<file path="src/rtl/albe_pkg.sv">
// Package for the analog ladder button event block.
// Holds request codes, event codes, payload structs and the slot type.
package albe_pkg;

    localparam int unsigned LEVEL_W = 12;
    localparam int unsigned ID_W    = 8;
    localparam int unsigned TIME_W  = 32;
    localparam int unsigned MS_W    = 16;
    localparam int unsigned CFG_IDX_W  = 3;
    localparam int unsigned CFG_DATA_W = 40;

    typedef enum logic [1:0] {
        REQ_TICK    = 2'd0,
        REQ_EVENT   = 2'd1,
        REQ_PRESS   = 2'd2,
        REQ_RELEASE = 2'd3
    } t_req;

    localparam logic [1:0] EV_NONE  = 2'd0;
    localparam logic [1:0] EV_CLICK = 2'd1;
    localparam logic [1:0] EV_HOLD  = 2'd2;
    localparam logic [1:0] EV_LONG  = 2'd3;

    localparam logic [CFG_IDX_W-1:0] CFG_COUNT    = 3'd0;
    localparam logic [CFG_IDX_W-1:0] CFG_PAIR_LO  = 3'd1;
    localparam logic [CFG_IDX_W-1:0] CFG_PAIR_HI  = 3'd2;
    localparam logic [CFG_IDX_W-1:0] CFG_IDLE_LVL = 3'd3;
    localparam logic [CFG_IDX_W-1:0] CFG_TOL      = 3'd4;
    localparam logic [CFG_IDX_W-1:0] CFG_DEBOUNCE = 3'd5;
    localparam logic [CFG_IDX_W-1:0] CFG_HOLD     = 3'd6;
    localparam logic [CFG_IDX_W-1:0] CFG_LONG     = 3'd7;

    typedef struct packed {
        logic [1:0]         req_type;
        logic [LEVEL_W-1:0] adc_sample;
        logic [TIME_W-1:0]  now_ms;
        logic [ID_W-1:0]    button_id;
    } t_in_item;

    typedef struct packed {
        logic [ID_W-1:0] instant_id;
        logic [1:0]      event_code;
        logic [ID_W-1:0] edge_id;
    } t_out_item;

    // classified request passed from front to back
    typedef struct packed {
        t_req              req;
        logic [ID_W-1:0]   id;
        logic [TIME_W-1:0] now_ms;
    } t_cmd;

    typedef struct packed {
        logic [ID_W-1:0]   id;
        logic [TIME_W-1:0] pressed_at;
        logic              hold_done;
        logic              long_done;
        logic [1:0]        pending;
    } t_slot;

    function automatic logic near_level(input logic [LEVEL_W-1:0] a,
                                        input logic [LEVEL_W-1:0] b,
                                        input logic [LEVEL_W-1:0] tol);
        logic [LEVEL_W-1:0] d;
        d = (a > b) ? a - b : b - a;
        return d <= tol;
    endfunction

endpackage

</file>
<file path="src/rtl/albe_front.sv">
// Front end: accepts requests and maps a tick's sample to an instant id.
// Depends on albe_pkg.
module albe_front
    import albe_pkg::*;
#(
    parameter int unsigned MAX_BUTTONS = 4
) (
    input  logic               i_clk,
    input  logic               i_rst_n,
    input  logic               i_valid,
    input  t_in_item           i_item,
    input  logic [2:0]         i_button_count,
    input  logic [79:0]        i_buttons,
    input  logic [LEVEL_W-1:0] i_idle_level,
    input  logic [LEVEL_W-1:0] i_tolerance,
    output logic               o_valid,
    output t_cmd               o_cmd
);

    logic [ID_W-1:0] n_id;
    logic            r_valid;
    t_cmd            r_cmd;

    always_comb begin
        logic found;
        logic [19:0] e;
        n_id  = '0;
        found = near_level(i_item.adc_sample, i_idle_level, i_tolerance);
        for (int k = 0; k < MAX_BUTTONS; k++) begin
            e = i_buttons[k*20 +: 20];
            if (!found && 32'(k) < 32'(i_button_count)
                && near_level(e[11:0], i_item.adc_sample, i_tolerance)) begin
                found = 1'b1;
                n_id  = e[19:12];
            end
        end
    end

    always_ff @(posedge i_clk) begin
        if (!i_rst_n) begin
            r_valid <= 1'b0;
            r_cmd   <= '0;
        end else begin
            r_valid <= i_valid;
            if (i_valid) begin
                r_cmd.req    <= t_req'(i_item.req_type);
                r_cmd.now_ms <= i_item.now_ms;
                r_cmd.id     <= (t_req'(i_item.req_type) == REQ_TICK) ? n_id
                                                                      : i_item.button_id;
            end
        end
    end

    assign o_valid = r_valid;
    assign o_cmd   = r_cmd;

endmodule

</file>
<file path="src/rtl/albe_back.sv">
// Back end: debounce, edge capture, slot table update and event take.
// Depends on albe_pkg.
module albe_back
    import albe_pkg::*;
#(
    parameter int unsigned MAX_BUTTONS = 4
) (
    input  logic            i_clk,
    input  logic            i_rst_n,
    input  logic            i_valid,
    input  t_cmd            i_cmd,
    input  logic [MS_W-1:0] i_debounce,
    input  logic [MS_W-1:0] i_hold,
    input  logic [MS_W-1:0] i_long,
    output logic            o_valid,
    output t_out_item       o_item
);

    localparam int unsigned IDX_W = (MAX_BUTTONS > 1) ? $clog2(MAX_BUTTONS) : 1;

    logic [ID_W-1:0]   r_cand, r_acc, r_press, r_rel;
    logic [TIME_W-1:0] r_chg;
    t_slot             r_slot [MAX_BUTTONS];
    logic              r_valid;
    t_out_item         r_item;

    logic [ID_W-1:0]   n_cand, n_acc, n_press, n_rel;
    logic [TIME_W-1:0] n_chg;
    t_slot             n_slot [MAX_BUTTONS];
    t_out_item         n_item;

    always_comb begin
        logic [ID_W-1:0]   prev;
        logic              hit, free_hit;
        logic [IDX_W-1:0]  idx, fidx;
        logic [TIME_W-1:0] dur;
        n_cand  = r_cand;
        n_acc   = r_acc;
        n_press = r_press;
        n_rel   = r_rel;
        n_chg   = r_chg;
        for (int i = 0; i < MAX_BUTTONS; i++) n_slot[i] = r_slot[i];
        n_item  = '0;
        prev = '0; hit = 1'b0; free_hit = 1'b0; idx = '0; fidx = '0; dur = '0;
        unique case (i_cmd.req)
            REQ_TICK: begin
                n_item.instant_id = i_cmd.id;
                if (i_cmd.id != r_cand) begin
                    n_cand = i_cmd.id;
                    n_chg  = i_cmd.now_ms;
                end else begin
                    if (r_acc != r_cand
                        && (i_cmd.now_ms - r_chg) >= TIME_W'(i_debounce)) begin
                        prev  = r_acc;
                        n_acc = r_cand;
                        if (prev == '0) begin
                            n_press = r_cand;
                            for (int i = MAX_BUTTONS - 1; i >= 0; i--) begin
                                if (r_slot[i].id == r_cand) begin
                                    hit = 1'b1; idx = IDX_W'(i);
                                end
                                if (r_slot[i].id == '0) begin
                                    free_hit = 1'b1; fidx = IDX_W'(i);
                                end
                            end
                            if (!hit && free_hit) begin
                                hit = 1'b1; idx = fidx;
                            end
                            if (hit) begin
                                n_slot[idx].id         = r_cand;
                                n_slot[idx].pressed_at = i_cmd.now_ms;
                                n_slot[idx].hold_done  = 1'b0;
                                n_slot[idx].long_done  = 1'b0;
                                n_slot[idx].pending    = EV_NONE;
                            end
                        end else if (r_cand == '0) begin
                            n_rel = prev;
                            for (int i = MAX_BUTTONS - 1; i >= 0; i--) begin
                                if (r_slot[i].id == prev) begin
                                    hit = 1'b1; idx = IDX_W'(i);
                                end
                            end
                            if (hit && !r_slot[idx].hold_done && !r_slot[idx].long_done)
                                n_slot[idx].pending = EV_CLICK;
                        end
                    end
                    if (n_acc != '0) begin
                        hit = 1'b0;
                        for (int i = MAX_BUTTONS - 1; i >= 0; i--) begin
                            if (n_slot[i].id == n_acc) begin
                                hit = 1'b1; idx = IDX_W'(i);
                            end
                        end
                        if (hit) begin
                            dur = i_cmd.now_ms - n_slot[idx].pressed_at;
                            if (!n_slot[idx].long_done && dur >= TIME_W'(i_long)) begin
                                n_slot[idx].pending   = EV_LONG;
                                n_slot[idx].long_done = 1'b1;
                                n_slot[idx].hold_done = 1'b1;
                            end else if (!n_slot[idx].hold_done
                                         && dur >= TIME_W'(i_hold)) begin
                                n_slot[idx].pending   = EV_HOLD;
                                n_slot[idx].hold_done = 1'b1;
                            end
                        end
                    end
                end
            end
            REQ_EVENT: begin
                if (i_cmd.id != '0) begin
                    for (int i = MAX_BUTTONS - 1; i >= 0; i--) begin
                        if (r_slot[i].id == i_cmd.id) begin
                            hit = 1'b1; idx = IDX_W'(i);
                        end
                    end
                    if (hit) begin
                        n_item.event_code   = r_slot[idx].pending;
                        n_slot[idx].pending = EV_NONE;
                        if (r_slot[idx].pending != EV_NONE && r_acc == '0)
                            n_slot[idx].id = '0;
                    end
                end
            end
            REQ_PRESS: begin
                n_item.edge_id = r_press;
                n_press = '0;
            end
            REQ_RELEASE: begin
                n_item.edge_id = r_rel;
                n_rel = '0;
            end
            default: ;
        endcase
    end

    always_ff @(posedge i_clk) begin
        if (!i_rst_n) begin
            r_cand  <= '0;
            r_acc   <= '0;
            r_press <= '0;
            r_rel   <= '0;
            r_chg   <= '0;
            r_valid <= 1'b0;
            for (int i = 0; i < MAX_BUTTONS; i++) r_slot[i] <= '0;
        end else begin
            r_valid <= i_valid;
            if (i_valid) begin
                r_cand  <= n_cand;
                r_acc   <= n_acc;
                r_press <= n_press;
                r_rel   <= n_rel;
                r_chg   <= n_chg;
                for (int i = 0; i < MAX_BUTTONS; i++) r_slot[i] <= n_slot[i];
            end
        end
        if (i_valid) r_item <= n_item;
    end

    assign o_valid = r_valid;
    assign o_item  = r_item;

    a_slot_id_zero_free: assert property (@(posedge i_clk) disable iff (!i_rst_n)
        (r_slot[0].id == '0) |-> (r_slot[0].pending == EV_NONE))
        else $error("slot state inconsistent");
    a_long_implies_hold: assert property (@(posedge i_clk) disable iff (!i_rst_n)
        r_slot[0].long_done |-> r_slot[0].hold_done)
        else $error("long hold without hold");
    a_out_follows_in: assert property (@(posedge i_clk) disable iff (!i_rst_n)
        i_valid |=> r_valid)
        else $error("lost result");

endmodule

</file>
<file path="src/rtl/analog_ladder_button_events.sv">
// Top level of the analog ladder button event block.
// Depends on albe_pkg, albe_front and albe_back.
// Each request passes the front end, where the sample is matched against the ladder
// levels, and then the back end, where the debounce, slot table and edge registers are
// updated; both register their results. busy stays high while the request is in flight;
// the result appears on o_result for one cycle with o_done and cannot be stalled.
// Configuration writes are held off while a request is in flight or offered.
module analog_ladder_button_events
    import albe_pkg::*;
#(
    parameter int unsigned MAX_BUTTONS = 4
) (
    input  logic                  i_clk,
    input  logic                  i_rst_n,
    input  logic                  start,
    output logic                  busy,
    input  t_in_item              i_item,
    output logic                  o_done,
    output t_out_item             o_result,
    input  logic                  i_cfg_valid,
    output logic                  o_cfg_ready,
    input  logic [CFG_IDX_W-1:0]  i_cfg_index,
    input  logic [CFG_DATA_W-1:0] i_cfg_data
);

    logic [2:0]         r_count;
    logic [79:0]        r_buttons;
    logic [LEVEL_W-1:0] r_idle, r_tol;
    logic [MS_W-1:0]    r_deb, r_hold, r_long;
    logic [1:0]         r_busy;
    logic [2:0]         n_count_c;
    logic               accept, f_valid;
    t_cmd               f_cmd;

    assign accept      = start && !busy;
    assign busy        = r_busy != 2'd0;
    assign o_cfg_ready = !busy && !start;
    assign n_count_c   = (32'(r_count) > MAX_BUTTONS) ? 3'(MAX_BUTTONS) : r_count;

    always_ff @(posedge i_clk) begin
        if (!i_rst_n) begin
            r_count   <= '0;
            r_buttons <= '0;
            r_idle    <= 12'd4095;
            r_tol     <= 12'd50;
            r_deb     <= 16'd50;
            r_hold    <= 16'd500;
            r_long    <= 16'd2000;
            r_busy    <= '0;
        end else begin
            r_busy <= accept ? 2'd2 : (busy ? r_busy - 2'd1 : 2'd0);
            if (i_cfg_valid && o_cfg_ready) begin
                unique case (i_cfg_index)
                    CFG_COUNT:    r_count <= i_cfg_data[2:0];
                    CFG_PAIR_LO:  r_buttons[39:0] <= i_cfg_data;
                    CFG_PAIR_HI:  r_buttons[79:40] <= i_cfg_data;
                    CFG_IDLE_LVL: r_idle <= i_cfg_data[11:0];
                    CFG_TOL:      r_tol <= i_cfg_data[11:0];
                    CFG_DEBOUNCE: r_deb <= i_cfg_data[15:0];
                    CFG_HOLD:     r_hold <= i_cfg_data[15:0];
                    CFG_LONG:     r_long <= i_cfg_data[15:0];
                    default: ;
                endcase
            end
        end
    end

    albe_front #(.MAX_BUTTONS(MAX_BUTTONS)) u_front (
        .i_clk(i_clk), .i_rst_n(i_rst_n), .i_valid(accept), .i_item(i_item),
        .i_button_count(n_count_c), .i_buttons(r_buttons), .i_idle_level(r_idle),
        .i_tolerance(r_tol), .o_valid(f_valid), .o_cmd(f_cmd)
    );

    albe_back #(.MAX_BUTTONS(MAX_BUTTONS)) u_back (
        .i_clk(i_clk), .i_rst_n(i_rst_n), .i_valid(f_valid), .i_cmd(f_cmd),
        .i_debounce(r_deb), .i_hold(r_hold), .i_long(r_long),
        .o_valid(o_done), .o_item(o_result)
    );

endmodule

</file>
<file path="config.mk">
export PLATFORM = sky130hd
export DESIGN_NAME = analog_ladder_button_events
export DESIGN_NICKNAME = d
export VERILOG_FILES = /design/src/rtl/albe_pkg.sv /design/src/rtl/albe_front.sv /design/src/rtl/albe_back.sv /design/src/rtl/analog_ladder_button_events.sv
export SDC_FILE = /design/constraint.sdc
export NUM_CORES = 2
export LEC_CHECK = 0
export BUFFER_PORTS_ARGS = -buffer_cell sky130_fd_sc_hd__buf_2
export CAP_MARGIN = 20
export CORE_MARGIN = 4
export CORE_UTILIZATION = 40
export DETAILED_ROUTE_END_ITERATION = 8
export GPL_TIMING_DRIVEN = 0
export HOLD_SLACK_MARGIN = 0.06
export PLACE_DENSITY = 0.58
export SETUP_SLACK_MARGIN = 0.3
export SLEW_MARGIN = 20
export SYNTH_ARGS = -nofsm -noshare
export SYNTH_HDL_FRONTEND = slang
export SYNTH_SLANG_ARGS = --single-unit
export TNS_END_PERCENT = 50
</file>
<file path="constraint.sdc">
create_clock -name i_clk -period 31.1 [get_ports i_clk]
set_input_delay 1.555 -clock i_clk [delete_from_list [all_inputs] [get_ports i_clk]]
set_output_delay 1.555 -clock i_clk [all_outputs]
set_load 0.01 [all_outputs]
</file>
==> impl_metrics.env <==
export IMPL_synth_edff_count=194
export IMPL_overflow=0
export IMPL_maxSlewHeadroom=0.238
export IMPL_post_cts_repair_setup_buffers=0
export IMPL_remaining_drc_errors=0
export IMPL_hold_path_class="reg2reg"
export IMPL_cts_tree="yes"
export IMPL_critical_path_top_delay_family="compound AO/OA/AOI/OAI gates"
export IMPL_maxCapViolCount=0
export IMPL_ios=122
export IMPL_areaGrowthSynthToFinish_pct=12.0
export IMPL_dieArea_sq_um=92400
export IMPL_finalWirelength_um=125000
export IMPL_yosysSeqAreaShare=0.318
export IMPL_grt_busiest_layer="met2"
export IMPL_synth_commonest_cells="998 x nand2_1, 342 x a21oi_1, 289 x ha_1"
export IMPL_cts_sinks=459
export IMPL_critical_path_most_common_cell="a21oi_1"
export IMPL_grt_first_pass_wirelength_um=189000
export IMPL_use_met1=0.363
export IMPL_fin_skew_ns=0.0287
export IMPL_fin_tns_setup_ns=0
export IMPL_fin_crit_sh=0.458
export IMPL_dieWidth_um=304
export IMPL_status="complete, no violations"
export IMPL_hold_viol_final=0
export IMPL_clockBufferDepth=3
export IMPL_cts_hold_buf=0
export IMPL_leakage_nw=16.2
export IMPL_drive_above_1_share=0.0634
export IMPL_pre_cts_slack_ns=17.15
export IMPL_power_density_nw_per_um2=48.5
export IMPL_grt_pass1_vias=30504
export IMPL_crit_fanout=10
export IMPL_ctsResizeCount=0
export IMPL_critPathCaptureType="register"
export IMPL_total_power_mw=1.90
export IMPL_synth_seq_cells=459
export IMPL_synth_main_ff_cell="dfxtp_1"
export IMPL_max_stage_delay_ns=0.69
export IMPL_fill_cells=8891
export IMPL_worstSetupPathType="reg2reg"
export IMPL_start_util=0.404
export IMPL_antenna_left=0
export IMPL_grt_max_degree=52
export IMPL_fin_ws_ns=16.85
export IMPL_num_vias=32739
export IMPL_wl_per_cell_um=21.6
export IMPL_root_buffer="clkbuf_16"
export IMPL_tightest_slew_ns=1.14
export IMPL_antenna_found_initial=3
export IMPL_fmaxAchievable_ghz=0.0702
export IMPL_core_area_sq_um=86800
export IMPL_drtPass1Iterations=8
export IMPL_cp_data_required_time_ns=31.44
export IMPL_num_rows=108
export IMPL_fin_crit_ns=14.25
export IMPL_ir_worst_vdd_mv=0.0402
export IMPL_synth_top_cell_by_area="edfxtp_1"
export IMPL_yosys_warnings=0
export IMPL_use_met2=0.417
export IMPL_finalSetupViolations=0
export IMPL_rsz0062_at_grt="false"
export IMPL_ys_top_cells_by_area="edfxtp_1 17%, dfxtp_1 15%, nand2_1 11%"
export IMPL_drt_iter0_markers=3160
export IMPL_worstPathArrival_ns=14.59
export IMPL_insertion_delay_ns=0.63
export IMPL_dpl_hpwl_um=95100
export IMPL_synth_cell_types=93
export IMPL_port_buffers=118
export IMPL_startpoint_type="register"
export IMPL_die_height_um=304
export IMPL_path_buf_inv=6
export IMPL_clk_pin_slew_ns=0.06
export IMPL_syn_num_nets=4799
export IMPL_cts_made_buffers=55
export IMPL_synth_most_common_cell="nand2_1"
export IMPL_synthCells=4397
export IMPL_avgSynthCellArea_sq_um=7.96
export IMPL_nets=4980
export IMPL_h_tree_depth=2
export IMPL_met3_usage=0.0373
export IMPL_grt_use_total=0.259
export IMPL_drv_slew=0
export IMPL_synth_top_area_share=0.166
export IMPL_synth_area_sq_um=35000
export IMPL_postSynth_asyncResetShare=0
export IMPL_avgViaCountPerCell=5.66
export IMPL_gp_congestion=0.965
export IMPL_worst_path_max_delay_cell="a22oi_1"
[cell type report]
type	instances	area (sq um)	area share
antenna	1	2.50	0.0000638
buffer	302	1180	0.0301
clock buffer	72	1600	0.0407
clock inverter	32	420	0.0107
inverter	235	882	0.0225
multi-input combinational	3401	21900	0.557
sequential	459	11100	0.284
tap	1155	1450	0.0368
timing repair buffer	124	703	0.0179
[final timing paths]
| check | startpoint | end | slack (ns) | depth (start not counted) |
|---|---|---|---|---|
| worst max-delay path | u_front.o_cmd[0]$_SDFFE_PN0P_ | u_back.r_slot[2][3]$_SDFFCE_PN0P_ | 16.85 | 47 |
| worst min-delay path | r_busy[0]$_SDFF_PP0_ | r_busy[0]$_SDFF_PP0_ | 0.44 | 1 |
| worst max register to register | u_front.o_cmd[0]$_SDFFE_PN0P_ | u_back.r_slot[2][3]$_SDFFCE_PN0P_ | 16.85 | 47 |
| worst min register to register | r_busy[0]$_SDFF_PP0_ | r_busy[0]$_SDFF_PP0_ | 0.44 | 1 |
[flip-flops by register name (all words and copies together), names as in the netlist, 16 cells and up]
register / count
u_front.o_cmd: 42
r_long: 16
r_buttons: 80
u_back.r_chg: 32
u_back.o_item: 18
r_deb: 16
r_hold: 16
u_back.r_slot: 176
[metal layers]
layer | wire length, um | vias to the layer above
met2 | 55900 | 1195
met4 | 3920 | 0
li1 | - | 15743
met1 | 56500 | 15598
met3 | 8650 | 203
met5 | 0 | -
[cells in the final DEF, fill, tap and decap left out, types with 33 or more instances in the layout]
cell type  count
nand2_1      997
a21oi_1      342
ha_1         289
dfxtp_1      264
clkbuf_1     262
inv_1        235
a21boi_0     210
edfxtp_1     194
nor2_1       180
mux2i_1      143
buf_2        127
a21o_1       122
o21ai_0      120
nand3_1      104
xnor2_1      101
xor2_1        94
clkbuf_16     59
nor3_1        56
o211ai_1      55
nor2b_1       50
nand4_1       50
a22oi_1       34
a32oi_1       33
[metrics by stage]
step	cell area (sq um)	cells	util	hold WS (ns)
2_1_floorplan	35000	4397	-	0.411
3_3_place_gp	37100	5670	0.427	0.421
3_5_place_dp	37200	5676	0.429	0.428
4_1_cts	39200	5780	0.452	0.436
5_1_grt	39200	5780	0.452	0.466
6_report	39200	5781	0.452	0.441
[power by group]
part           total, mW  internal (mW)  switching, mW  leakage (nW)
registers          0.669          0.653         0.0161          4.14
logic              0.513          0.190          0.323          11.1
clock network      0.721          0.443          0.278          1.00
total               1.90           1.29          0.617          16.2
[cell families (layout without fill, tap and decap cells)]
logic type,after synthesis,in the layout,share of synthesized area
other,0,1,0
flip-flops,459,459,0.318
AND/OR/NAND/NOR,1617,1617,0.203
AO/OA/AOI/OAI,1123,1123,0.213
XOR/XNOR,195,195,0.0488
adder cells (fa/ha/maj),301,301,0.110
buffers and inverters,537,765,0.0589
multiplexers,165,165,0.0479
(Power assumes the default switching activity.)
